`src/sapc_pkg.sv`:
```
// Shared types and constants of the sensor alarm panel
package sapc_pkg;

  localparam logic [3:0] KEY_LAST_DIGIT = 4'd9;
  localparam logic [3:0] KEY_D          = 4'd13;
  localparam logic [3:0] KEY_STAR       = 4'd14;
  localparam logic [3:0] KEY_HASH       = 4'd15;

  localparam logic [2:0] EV_NONE     = 3'd0;
  localparam logic [2:0] EV_DIGIT    = 3'd1;
  localparam logic [2:0] EV_CODE_OK  = 3'd2;
  localparam logic [2:0] EV_CODE_BAD = 3'd3;
  localparam logic [2:0] EV_CLEARED  = 3'd4;
  localparam logic [2:0] EV_DISPLAY  = 3'd5;
  localparam logic [2:0] EV_LISTED   = 3'd6;

  localparam logic [1:0] REG_PIN_CODE       = 2'd0;
  localparam logic [1:0] REG_TEMP_HYST      = 2'd1;
  localparam logic [1:0] REG_GAS_HYST       = 2'd2;
  localparam logic [1:0] REG_TEMP_VALID_MAX = 2'd3;

  localparam logic [15:0] PIN_CODE_RESET       = 16'h1235;
  localparam logic [9:0]  TEMP_HYST_RESET      = 10'd32;
  localparam logic [13:0] GAS_HYST_RESET       = 14'd1280;
  localparam logic [12:0] TEMP_VALID_MAX_RESET = 13'd1280;

  // full-scale factors, all in 1/16 units
  localparam logic [13:0] FULL_TLIM = 14'd192;
  localparam logic [13:0] FULL_GLIM = 14'd12800;
  localparam logic [13:0] FULL_TEMP = 14'd5280;
  localparam logic [13:0] FULL_GAS  = 14'd16000;

  localparam logic [9:0]  TEMP_BASE       = 10'd400;
  localparam logic [12:0] FILT_TEMP_RESET = 13'd400;

  // x / 5 == (x * RECIP5) >> DIV5_SHIFT for x below 2^18
  localparam logic [15:0] RECIP5     = 16'd52429;
  localparam int          DIV5_SHIFT = 18;

  localparam logic [2:0] MAX_LIST = 3'd6;

  localparam int QUEUE_DEPTH = 2;
  localparam int QUEUE_PTR_W = 1;

  typedef struct packed {
    logic [9:0]  temp_hyst;
    logic [13:0] gas_hyst;
    logic [12:0] temp_valid_max;
  } cfg_t;

  typedef struct packed {
    logic [9:0]  temp_limit;
    logic [13:0] gas_limit;
    logic [12:0] filt_temp;
    logic [13:0] filt_gas;
    logic        trip;
    logic        safe;
    logic        key_present;
    logic [3:0]  key_value;
    logic [31:0] now;
  } work_t;

endpackage

```
`src/sapc_front.sv`:
```
// Front end: sensor scaling, filtering and threshold classification
module sapc_front import sapc_pkg::*; #(
  parameter int ADC_BITS = 12
) (
  input  logic                clk,
  input  logic                rst,
  input  logic                in_valid,
  output logic                in_stall,
  input  logic [ADC_BITS-1:0] pot_level,
  input  logic [ADC_BITS-1:0] temp_sample,
  input  logic [ADC_BITS-1:0] gas_sample,
  input  logic                key_present,
  input  logic [3:0]          key_value,
  input  logic [31:0]         now_seconds,
  input  cfg_t                cfg,
  output logic                push,
  output work_t               push_data,
  input  logic                full
);

  localparam int ADC_MAX = (1 << ADC_BITS) - 1;
  localparam int HALF    = (1 << (ADC_BITS - 1)) - 1;
  localparam int PW      = ADC_BITS + 15;
  localparam int SW      = PW - ADC_BITS;
  localparam int WW      = ((SW > ADC_BITS) ? SW : ADC_BITS) + 1;

  localparam logic [2:0] STEP_TLIM = 3'd1;
  localparam logic [2:0] STEP_GLIM = 3'd2;
  localparam logic [2:0] STEP_TRAW = 3'd3;
  localparam logic [2:0] STEP_GRAW = 3'd4;

  typedef enum logic [2:0] {F_IDLE, F_SCALE, F_FILT, F_DIV, F_CLS, F_PUSH} fstate_t;

  // round(p / ADC_MAX) with the half-up bias, by folding 2^N = ADC_MAX + 1
  function automatic logic [13:0] fold(input logic [PW-1:0] p);
    logic [PW-1:0]       pb;
    logic [WW-1:0]       w;
    logic [ADC_BITS:0]   w2;
    logic [WW-1:0]       q;
    pb = p + PW'(HALF);
    w  = WW'(pb[PW-1:ADC_BITS]) + WW'(pb[ADC_BITS-1:0]);
    w2 = (ADC_BITS+1)'(w >> ADC_BITS) + (ADC_BITS+1)'(w[ADC_BITS-1:0]);
    q  = WW'(pb[PW-1:ADC_BITS]) + (w >> ADC_BITS)
       + WW'(w2 >= (ADC_BITS+1)'(ADC_MAX));
    return q[13:0];
  endfunction

  fstate_t             state;
  logic [2:0]          step;
  logic [ADC_BITS-1:0] pot;
  logic [ADC_BITS-1:0] tcode;
  logic [ADC_BITS-1:0] gcode;
  logic                kp;
  logic [3:0]          key;
  logic [31:0]         now;
  logic [PW-1:0]       prod;
  logic [9:0]          tlim;
  logic [13:0]         glim;
  logic [12:0]         raw_t;
  logic [13:0]         raw_g;
  logic [14:0]         sum_t;
  logic [16:0]         sum_g;
  logic [30:0]         prod_t;
  logic [32:0]         prod_g;
  logic [12:0]         ft;
  logic [13:0]         fg;

  logic [ADC_BITS-1:0] code_sel;
  logic [13:0]         full_sel;
  logic [13:0]         fq;
  logic                valid_t;
  logic                tsafe;
  logic                gsafe;
  logic signed [15:0]  tmark;
  logic signed [15:0]  gmark;

  always_comb begin
    case (step)
      3'd0:      begin code_sel = pot;   full_sel = FULL_TLIM; end
      STEP_TLIM: begin code_sel = pot;   full_sel = FULL_GLIM; end
      STEP_GLIM: begin code_sel = tcode; full_sel = FULL_TEMP; end
      STEP_TRAW: begin code_sel = gcode; full_sel = FULL_GAS;  end
      default:   begin code_sel = pot;   full_sel = FULL_TLIM; end
    endcase
  end

  assign fq = fold(prod);

  always_comb begin
    valid_t = ft <= cfg.temp_valid_max;
    tmark   = $signed(16'(tlim)) - $signed(16'(cfg.temp_hyst));
    gmark   = $signed(16'(glim)) - $signed(16'(cfg.gas_hyst));
    tsafe   = !valid_t || ($signed(16'(ft)) < tmark);
    gsafe   = $signed(16'(fg)) < gmark;
  end

  always_comb begin
    push_data.temp_limit  = tlim;
    push_data.gas_limit   = glim;
    push_data.filt_temp   = ft;
    push_data.filt_gas    = fg;
    push_data.trip        = (valid_t && (ft > 13'(tlim))) || (fg > glim);
    push_data.safe        = tsafe && gsafe;
    push_data.key_present = kp;
    push_data.key_value   = key;
    push_data.now         = now;
  end

  assign push     = (state == F_PUSH) && !full;
  assign in_stall = (state != F_IDLE);

  always_ff @(posedge clk) begin
    if (rst) begin
      state <= F_IDLE;
      step  <= '0;
      ft    <= FILT_TEMP_RESET;
      fg    <= '0;
    end else begin
      unique case (state)
        F_IDLE: begin
          if (in_valid) begin
            pot   <= pot_level;
            tcode <= temp_sample;
            gcode <= gas_sample;
            kp    <= key_present;
            key   <= key_value;
            now   <= now_seconds;
            step  <= '0;
            state <= F_SCALE;
          end
        end
        F_SCALE: begin
          prod <= PW'(code_sel) * PW'(full_sel);
          case (step)
            STEP_TLIM: tlim  <= TEMP_BASE + fq[9:0];
            STEP_GLIM: glim  <= fq;
            STEP_TRAW: raw_t <= fq[12:0];
            STEP_GRAW: raw_g <= fq;
            default: ;
          endcase
          step <= step + 3'd1;
          if (step == STEP_GRAW) state <= F_FILT;
        end
        F_FILT: begin
          sum_t <= {ft, 2'b00} + 15'(raw_t) + 15'd2;
          sum_g <= 17'({fg, 2'b00}) + 17'(raw_g) + 17'd2;
          state <= F_DIV;
        end
        F_DIV: begin
          prod_t <= 31'(sum_t) * 31'(RECIP5);
          prod_g <= 33'(sum_g) * 33'(RECIP5);
          state  <= F_CLS;
        end
        F_CLS: begin
          ft    <= prod_t[DIV5_SHIFT +: 13];
          fg    <= prod_g[DIV5_SHIFT +: 14];
          state <= F_PUSH;
        end
        F_PUSH: begin
          if (!full) state <= F_IDLE;
        end
        default: state <= F_IDLE;
      endcase
    end
  end

endmodule

```
`src/sapc_queue.sv`:
```
// Two-entry queue between the front end and the back end
module sapc_queue import sapc_pkg::*; (
  input  logic  clk,
  input  logic  rst,
  input  logic  push,
  input  work_t push_data,
  output logic  full,
  input  logic  pop,
  output work_t pop_data,
  output logic  empty
);

  localparam int QCW = QUEUE_PTR_W + 1;

  work_t                  mem [QUEUE_DEPTH];
  logic [QUEUE_PTR_W-1:0] wr_ptr;
  logic [QUEUE_PTR_W-1:0] rd_ptr;
  logic [QCW-1:0]         count;

  function automatic logic [QUEUE_PTR_W-1:0] ptr_inc(input logic [QUEUE_PTR_W-1:0] p);
    return (p == QUEUE_PTR_W'(QUEUE_DEPTH - 1)) ? '0 : p + 1'b1;
  endfunction

  assign full     = (count == QCW'(QUEUE_DEPTH));
  assign empty    = (count == '0);
  assign pop_data = mem[rd_ptr];

  always_ff @(posedge clk) begin
    if (rst) begin
      wr_ptr <= '0;
      rd_ptr <= '0;
      count  <= '0;
    end else begin
      if (push) begin
        mem[wr_ptr] <= push_data;
        wr_ptr      <= ptr_inc(wr_ptr);
      end
      if (pop) rd_ptr <= ptr_inc(rd_ptr);
      case ({push, pop})
        2'b10:   count <= count + 1'b1;
        2'b01:   count <= count - 1'b1;
        default: count <= count;
      endcase
    end
  end

endmodule

```
`src/sapc_back.sv`:
```
// Back end: alarm, PIN entry, event log and result output
module sapc_back import sapc_pkg::*; #(
  parameter int LOG_DEPTH   = 5,
  parameter int CODE_DIGITS = 4
) (
  input  logic        clk,
  input  logic        rst,
  input  logic        empty,
  input  work_t       pop_data,
  output logic        pop,
  input  logic [15:0] pin_code,
  output logic        out_valid,
  input  logic        out_stall,
  output logic        alarm_on,
  output logic        armed_flag,
  output logic        display_on,
  output logic        alert_raised,
  output logic [2:0]  key_event,
  output logic [9:0]  temp_limit,
  output logic [13:0] gas_limit,
  output logic        entry_valid,
  output logic [31:0] entry_time,
  output logic [12:0] entry_temp,
  output logic [13:0] entry_gas,
  output logic        last
);

  localparam int BW   = 4 * CODE_DIGITS;
  localparam int CW   = $clog2(CODE_DIGITS + 1);
  localparam int NW   = $clog2(LOG_DEPTH + 1);
  localparam int LW   = (LOG_DEPTH > 1) ? $clog2(LOG_DEPTH) : 1;
  localparam int CMPW = (BW > 16) ? BW : 16;

  logic          alarm;
  logic          armed;
  logic          display;
  logic [CW-1:0] dcount;
  logic [BW-1:0] dbuf;
  logic [NW-1:0] lcount;
  logic [31:0]   log_time [LOG_DEPTH];
  logic [12:0]   log_temp [LOG_DEPTH];
  logic [13:0]   log_gas  [LOG_DEPTH];
  logic          list_active;
  logic [2:0]    list_idx;
  logic [2:0]    list_n;

  logic          can_load;
  logic          armed_a;
  logic          raise;
  logic          alarm_next;
  logic          armed_next;
  logic          display_next;
  logic [CW-1:0] dcount_next;
  logic [BW-1:0] dbuf_next;
  logic [NW-1:0] lcount_next;
  logic [2:0]    event_next;
  logic          listing;
  logic          has;
  logic [2:0]    total;
  logic [LW-1:0] list_sel;
  logic          list_end;

  assign can_load = !out_valid || !out_stall;
  assign pop      = !list_active && !empty && can_load;
  assign list_sel = LW'(list_idx);
  assign list_end = (list_idx == list_n - 3'd1);

  always_comb begin
    armed_a      = armed || pop_data.safe;
    raise        = armed_a && !alarm && pop_data.trip;
    alarm_next   = alarm || raise;
    armed_next   = armed_a;
    display_next = display;
    dcount_next  = raise ? '0 : dcount;
    dbuf_next    = raise ? '0 : dbuf;
    lcount_next  = (raise && (lcount < NW'(LOG_DEPTH))) ? lcount + 1'b1 : lcount;
    event_next   = EV_NONE;
    listing      = 1'b0;
    if (pop_data.key_present) begin
      if (pop_data.key_value == KEY_D) begin
        display_next = !display;
        event_next   = EV_DISPLAY;
      end else if (!alarm_next && (pop_data.key_value == KEY_HASH)) begin
        listing    = 1'b1;
        event_next = EV_LISTED;
      end else if (alarm_next) begin
        if (pop_data.key_value <= KEY_LAST_DIGIT) begin
          dbuf_next   = BW'({dbuf_next, pop_data.key_value});
          dcount_next = dcount_next + 1'b1;
          event_next  = EV_DIGIT;
          if (dcount_next == CW'(CODE_DIGITS)) begin
            if (CMPW'(dbuf_next) == CMPW'(pin_code)) begin
              alarm_next = 1'b0;
              armed_next = 1'b0;
              event_next = EV_CODE_OK;
            end else begin
              event_next = EV_CODE_BAD;
            end
            dcount_next = '0;
            dbuf_next   = '0;
          end
        end else if (pop_data.key_value == KEY_STAR) begin
          dcount_next = '0;
          dbuf_next   = '0;
          event_next  = EV_CLEARED;
        end
      end
    end
    has = listing && (lcount_next != '0);
    if (!has) total = 3'd1;
    else if (5'(lcount_next) < 5'(MAX_LIST)) total = 3'(lcount_next);
    else total = MAX_LIST;
  end

  always_ff @(posedge clk) begin
    if (rst) begin
      out_valid   <= 1'b0;
      list_active <= 1'b0;
      list_idx    <= '0;
      list_n      <= '0;
      alarm       <= 1'b0;
      armed       <= 1'b1;
      display     <= 1'b1;
      dcount      <= '0;
      dbuf        <= '0;
      lcount      <= '0;
    end else begin
      if (list_active) begin
        if (can_load) begin
          out_valid  <= 1'b1;
          entry_time <= log_time[list_sel];
          entry_temp <= log_temp[list_sel];
          entry_gas  <= log_gas[list_sel];
          last       <= list_end;
          list_idx   <= list_idx + 3'd1;
          if (list_end) list_active <= 1'b0;
        end
      end else if (pop) begin
        alarm   <= alarm_next;
        armed   <= armed_next;
        display <= display_next;
        dcount  <= dcount_next;
        dbuf    <= dbuf_next;
        lcount  <= lcount_next;
        if (raise) begin
          for (int i = LOG_DEPTH - 1; i > 0; i--) begin
            log_time[i] <= log_time[i-1];
            log_temp[i] <= log_temp[i-1];
            log_gas[i]  <= log_gas[i-1];
          end
          log_time[0] <= pop_data.now;
          log_temp[0] <= pop_data.filt_temp;
          log_gas[0]  <= pop_data.filt_gas;
        end
        out_valid    <= 1'b1;
        alarm_on     <= alarm_next;
        armed_flag   <= armed_next;
        display_on   <= display_next;
        alert_raised <= raise;
        key_event    <= event_next;
        temp_limit   <= pop_data.temp_limit;
        gas_limit    <= pop_data.gas_limit;
        entry_valid  <= has;
        entry_time   <= has ? log_time[0] : '0;
        entry_temp   <= has ? log_temp[0] : '0;
        entry_gas    <= has ? log_gas[0] : '0;
        last         <= (total == 3'd1);
        if (total != 3'd1) begin
          list_active <= 1'b1;
          list_idx    <= 3'd1;
          list_n      <= total;
        end
      end else if (!out_stall) begin
        out_valid <= 1'b0;
      end
    end
  end

endmodule

```
`src/sensor_alarm_pin_controller.sv`:
```
// Top level of the sensor alarm panel with PIN disarm
// Channel  Handshake              Payload
// input    in_valid / in_stall    pot_level, temp_sample, gas_sample, key_*, now_seconds
// output   out_valid / out_stall  status flags, key_event, limits, entry_*, last
// config   cfg_write              cfg_index, cfg_data
// Front end: no new transfer until the item is pushed; four products on one shared scaling
//   multiplier followed by the divide-by-5 filter step; in_stall is high meanwhile.
// Back end: one result per cycle unless out_stall holds it, 1 to min(LOG_DEPTH, 6) results
//   per item (5 by default), fed from a two-entry queue.
// Reset: synchronous; the event log is bounded by its fill count, no clearing pass.
// out_stall holds the output register only; the front keeps working until the queue is full.
module sensor_alarm_pin_controller import sapc_pkg::*; #(
  parameter int LOG_DEPTH   = 5,
  parameter int CODE_DIGITS = 4,
  parameter int ADC_BITS    = 12
) (
  input  logic                clk,
  input  logic                rst,
  input  logic                in_valid,
  output logic                in_stall,
  input  logic [ADC_BITS-1:0] pot_level,
  input  logic [ADC_BITS-1:0] temp_sample,
  input  logic [ADC_BITS-1:0] gas_sample,
  input  logic                key_present,
  input  logic [3:0]          key_value,
  input  logic [31:0]         now_seconds,
  output logic                out_valid,
  input  logic                out_stall,
  output logic                alarm_on,
  output logic                armed_flag,
  output logic                display_on,
  output logic                alert_raised,
  output logic [2:0]          key_event,
  output logic [9:0]          temp_limit,
  output logic [13:0]         gas_limit,
  output logic                entry_valid,
  output logic [31:0]         entry_time,
  output logic [12:0]         entry_temp,
  output logic [13:0]         entry_gas,
  output logic                last,
  input  logic                cfg_write,
  input  logic [1:0]          cfg_index,
  input  logic [15:0]         cfg_data
);

  logic [15:0] pin_code;
  cfg_t        cfg;
  logic        push;
  work_t       push_data;
  logic        full;
  logic        pop;
  work_t       pop_data;
  logic        empty;

  always_ff @(posedge clk) begin
    if (rst) begin
      pin_code           <= PIN_CODE_RESET;
      cfg.temp_hyst      <= TEMP_HYST_RESET;
      cfg.gas_hyst       <= GAS_HYST_RESET;
      cfg.temp_valid_max <= TEMP_VALID_MAX_RESET;
    end else if (cfg_write) begin
      unique case (cfg_index)
        REG_PIN_CODE:       pin_code           <= cfg_data;
        REG_TEMP_HYST:      cfg.temp_hyst      <= cfg_data[9:0];
        REG_GAS_HYST:       cfg.gas_hyst       <= cfg_data[13:0];
        REG_TEMP_VALID_MAX: cfg.temp_valid_max <= cfg_data[12:0];
        default: ;
      endcase
    end
  end

  sapc_front #(
    .ADC_BITS (ADC_BITS)
  ) u_front (
    .clk         (clk),
    .rst         (rst),
    .in_valid    (in_valid),
    .in_stall    (in_stall),
    .pot_level   (pot_level),
    .temp_sample (temp_sample),
    .gas_sample  (gas_sample),
    .key_present (key_present),
    .key_value   (key_value),
    .now_seconds (now_seconds),
    .cfg         (cfg),
    .push        (push),
    .push_data   (push_data),
    .full        (full)
  );

  sapc_queue u_queue (
    .clk       (clk),
    .rst       (rst),
    .push      (push),
    .push_data (push_data),
    .full      (full),
    .pop       (pop),
    .pop_data  (pop_data),
    .empty     (empty)
  );

  sapc_back #(
    .LOG_DEPTH   (LOG_DEPTH),
    .CODE_DIGITS (CODE_DIGITS)
  ) u_back (
    .clk          (clk),
    .rst          (rst),
    .empty        (empty),
    .pop_data     (pop_data),
    .pop          (pop),
    .pin_code     (pin_code),
    .out_valid    (out_valid),
    .out_stall    (out_stall),
    .alarm_on     (alarm_on),
    .armed_flag   (armed_flag),
    .display_on   (display_on),
    .alert_raised (alert_raised),
    .key_event    (key_event),
    .temp_limit   (temp_limit),
    .gas_limit    (gas_limit),
    .entry_valid  (entry_valid),
    .entry_time   (entry_time),
    .entry_temp   (entry_temp),
    .entry_gas    (entry_gas),
    .last         (last)
  );

endmodule

```
`config.mk`:
```
export PLATFORM = sky130hd
export DESIGN_NAME = sensor_alarm_pin_controller
export DESIGN_NICKNAME = d
export VERILOG_FILES = /design/src/sapc_pkg.sv /design/src/sapc_front.sv /design/src/sapc_queue.sv /design/src/sapc_back.sv /design/src/sensor_alarm_pin_controller.sv
export SDC_FILE = /design/constraint.sdc
export NUM_CORES = 2
export LEC_CHECK = 0
export BUFFER_PORTS_ARGS = -buffer_cell sky130_fd_sc_hd__clkbuf_2
export CAP_MARGIN = 10
export CORE_UTILIZATION = 68
export CTS_CLUSTER_SIZE = 24
export DETAILED_ROUTE_END_ITERATION = 12
export GPL_ROUTABILITY_DRIVEN = 0
export GPL_TIMING_DRIVEN = 0
export PLACE_DENSITY = 0.89
export SLEW_MARGIN = 15
export SYNTH_ARGS = -nofsm -noshare
export SYNTH_HDL_FRONTEND = slang
export SYNTH_SLANG_ARGS = --single-unit
```
`constraint.sdc`:
```
create_clock -name clk -period 41.9 [get_ports clk]
set_clock_uncertainty 0.2 [all_clocks]
set_input_delay 8.38 -clock clk [delete_from_list [all_inputs] [get_ports clk]]
set_output_delay 8.38 -clock clk [all_outputs]
set_load 0.02 [all_outputs]
```
==> qor_table.md <==
| Stage | Parameter | Reported |
|---|---|---|
| finish | Post-route design area | 0.0541 mm^2 |
| floorplan | Height of the die | 269 um |
| detailed routing | Total Wirelength | 129000 um |
| grt | Global-route wire length before repair | 195000 um |
| place | Placement Cell Area | 0.0514 mm^2 |
| critical path | Max FO, Critical Path | 27 |
| grt | Final global-route overflow total | 0 |
| logic synthesis | Most numerous cell in the Yosys netlist | edfxtp_1 |
| grt | Via count of the first global-routing pass | 34106 |
| critical path | CP required | 42.05 ns |
| detailed routing | First-iteration detailed-routing DRC count | 4048 |
| power | Power density cells | 37.1 mW/mm^2 |
| clocking | Worst skew pair latency | 0.66 ns |
| power | Portion of total power attributed to the clock network | 0.383 |
| finish | Footprint of the flip-flops and latches | 0.0256 mm^2 |
| clocking | Post-cts hold buffer count | 0 |
| floorplan | Boundary pin count | 190 |
| clocking | Clock tree from TritonCTS | built |
| critical path | Capturing point of the worst reg2reg path | u_front.prod[25] |
| finish | Final #Nets | 4827 |
| logic synthesis | Async set-reset flop share out of synthesis | 0 |
| clocking | Setup Fix Bufs, Post-CTS | 0 |
| finish | Synth-to-Final Area Change | 11.5% |
| logic synthesis | Post-Syn Area | 0.0486 mm^2 |
| detailed routing | Vias | 32971 |
| floorplan | Initial cell density of the core | 0.690 |
| finish | Area taken by multi-input logic gates | 0.0209 mm^2 |
| logic synthesis | Post-synth top area share | 0.477 |
| clocking | Num CTS Buffers | 85 |
| timing | Unrepaired setup endpoints after global routing | false |
| detailed routing | Remaining number of nets flagged by the antenna check after routing | 0 |
| power | Sw frac | 0.249 |
| timing | Final-report setup violation count | 0 |
| detailed routing | Vias per cell | 6.49 |
| power | Static leakage | 21.5 nW |
| clocking | Post-CTS sizing | 0 |
| logic synthesis | Register bit total from synthesis | 894 |
| flow run | Max capacitance violation total | 0 |
| logic synthesis | Commonest cells post-synth | edfxtp_1 (771), ha_1 (448), inv_1 (448) |
| timing | Max-slew headroom at the worst pin | 0.196 |
| power | IR Drop Worst-Case VDD | 0.0378 mV |
| logic synthesis | Leading post-synthesis cells by cell area | edfxtp_1 (48%), ha_1 (12%), fa_1 (8.7%) |
| grt | Pin count of the biggest net entering global routing | 32 |
| worst hold path | Type of the most critical hold path | reg2reg |
| worst hold path | Hold Path End | u_back.log_gas[3][4] |
| finish | Final cell utilization of the core | 0.769 |
| timing | Achievable clock frequency | 84.8 MHz |
| place | Placed wire-length estimate after detailed placement | 85800 um |
| critical path | Register-to-register setup slack | 33.64 ns |
| worst hold path | Cell depth of the worst hold path | 0 |
| place | Number of I/O port buffers | 188 |
| logic synthesis | Cell type with the largest total area after synthesis | edfxtp_1 |
| critical path | Kind of end point of the critical path | flop |
| logic synthesis | Ys flop type | edfxtp_1 |
| clocking | Number of sinks handled by clock tree synthesis | 894 |
| logic synthesis | Distinct cells, synth | 78 |
| power | Power after layout | 2.01 mW |
| critical path | Worst path arrival time | 11.94 ns |
| logic synthesis | Total of warnings raised by yosys | 0 |
| power | Sw power | 501 uW |
| detailed routing | First drt pass iteration count | 9 |
| power | Share of power burned in registers | 0.508 |
| clocking | CTS Buffer Depth | 3 |
| logic synthesis | Post-Synthesis Mean Instance Area | 13.0 um^2 |
| finish | Layout filler cell count | 3740 |
| worst hold path | Start point of the worst hold path | u_back.log_gas[2][4] |
| clocking | Maximum level of the CTS H-tree | 3 |
| critical path | Crit Path Class | in2reg |
| finish | Share of final-layout standard cells stronger than drive strength 1 | 0.149 |
| power | Combinational share of power | 0.109 |
| floorplan | Number of standard-cell rows in the floorplan | 97 |
| grt | Initial antenna violation count | 15 |
| status | Status | complete, no violations |
| timing | Worst-margin pin slew | 1.20 ns |
| timing | Count of final hold-check violations | 0 |
| floorplan | Core outline area | 0.0704 mm^2 |
| critical path | Worst reg2reg path startpoint | u_front.step[1] |
| detailed routing | Wire length per cell | 25.3 um |
| power | Internal Power | 1.51 mW |
| logic synthesis | Portion of the post-synthesis area used by sequential elements | 0.527 |
| timing | Accumulated negative setup slack | 0 ns |
| timing | Final Max Slew Viols | 0 |
| timing | Final clock period utilization by the worst path | 0.282 |
| critical path | Element type at the critical path start | input port |
| clocking | CTS root buffer | clkbuf_16 |
| floorplan | Floorplan die area | 0.0725 mm^2 |
| detailed routing | Final routed DRC violation total | 0 |
| clocking | Clock slew at reported path FFs | 0.07 ns |
| logic synthesis | Number of flops mapped to enable cells by yosys | 771 |
| timing | Final min period | 11.80 ns |
| critical path | Depth of the most critical reg-to-reg path | 25 |
| floorplan | Die Width | 269 um |
| logic synthesis | Cells after synthesis | 3740 |
| grt | Total track usage | 0.356 |
## routing by layer
metal / GRT usage / share of wire
met4: 0.221 / 0.073
met2: 0.610 / 0.49
met3: 0.0790 / 0.10
met1: 0.407 / 0.33
met5: 0 / 0.00089
## layout make-up
| class | instances | share of cell area |
|---|---|---|
| Antenna cell | 4 | 0.000185 |
| Buffer | 104 | 0.00733 |
| Sequential cell | 894 | 0.473 |
| Tap cell | 940 | 0.0217 |
| Timing Repair Buffer | 243 | 0.0297 |
| Inverter | 450 | 0.0312 |
| Clock buffer | 114 | 0.0421 |
| Clock inverter | 40 | 0.00804 |
| Multi-Input combinational cell | 2293 | 0.387 |
## sequential cells by signal (all words and copies together) (netlist names), 13 cells and up, named ones only
register	cells
u_queue.mem	180
u_back.gas_limit	14
cfg	37
u_back.log_temp	65
u_front.fg	14
u_front.glim	14
u_front.prod_g	14
u_back.entry_temp	13
u_front.ft	13
u_front.prod	21
u_back.entry_gas	14
u_front.raw_t	13
u_front.raw_g	14
u_front.sum_t	15
u_back.log_time	160
u_front.sum_g	17
pin_code	16
u_front.now	32
u_back.log_gas	70
u_front.prod_t	13
u_back.entry_time	32
## worst max-delay path: stages
cell,delay (ns)
clkbuf_2,0.11
and2_1,0.24
or3_1,0.51
clkinv_1,0.25
nand2_1,0.20
nor2_4,0.58
buf_12,0.29
buf_12,0.24
buf_12,0.23
buf_12,0.24
buf_16,0.21
buf_12,0.21
buf_16,0.19
## how the worst max path moves through the flow
stage | startpoint | slack (ns) | endpoint
2_1_floorplan | out_stall | 19.30 | u_back.log_gas[0][0]
3_3_place_gp | out_stall | 14.64 | u_back.log_gas[0][4]
3_5_place_dp | out_stall | 29.62 | u_back.log_gas[2][4]
4_1_cts | out_stall | 30.20 | u_back.log_gas[2][4]
5_1_grt | out_stall | 30.01 | u_back.log_gas[2][4]
6_report | out_stall | 30.10 | u_back.log_gas[2][4]
## power by group through the flow
stage	sequential, mW	combinational [mW]	clock [mW]
floorplan	1.04	0.136	0
global placement	1.05	0.192	0
detailed placement	1.04	0.208	0
CTS	1.02	0.215	0.768
global route	1.02	0.235	0.799
finish	1.02	0.219	0.769
## logic make-up after synthesis
kind of cell	Yosys count	share of synthesized area
flip-flops	894	0.527
multiplexers	220	0.0643
buffers and inverters	554	0.0429
AO/OA/AOI/OAI	489	0.0621
AND/OR/NAND/NOR	769	0.0725
XOR/XNOR	153	0.0277
adder cells (fa/ha/maj)	660	0.203
other	1	0.0000772
## placed cells by master, fill, tap and decap left out, types with 24 or more instances in the layout
cell       Yosys  layout
edfxtp_1     771     771
inv_1        448     448
ha_1         448     448
nand2_1      340     340
fa_1         212     212
clkbuf_2       0     188
nor2_1       174     170
a21oi_1      168     168
mux2_2       146     146
o21ai_0      129     129
dfxtp_1      123     123
clkbuf_1      93     118
xnor2_1       99      99
clkbuf_16      0      86
mux4_2        59      59
xor2_1        53      53
nor3_1        45      42
nand3_1       32      32
buf_4          1      29
o21a_1        28      28
nor2b_1       26      26
nand2b_1      24      24
a22oi_1       24      24
## per-stage QoR
stage	hold slack, ns	cells	worst slack, ns
finish	0.228	5082	30.10
CTS	0.228	5078	30.20
global placement	0.209	4869	14.64
floorplan	0.200	3741	19.30
detailed placement	0.205	4924	29.62
global route	0.242	5082	30.01
No activity file was read; power rests on OpenSTA's default activity.
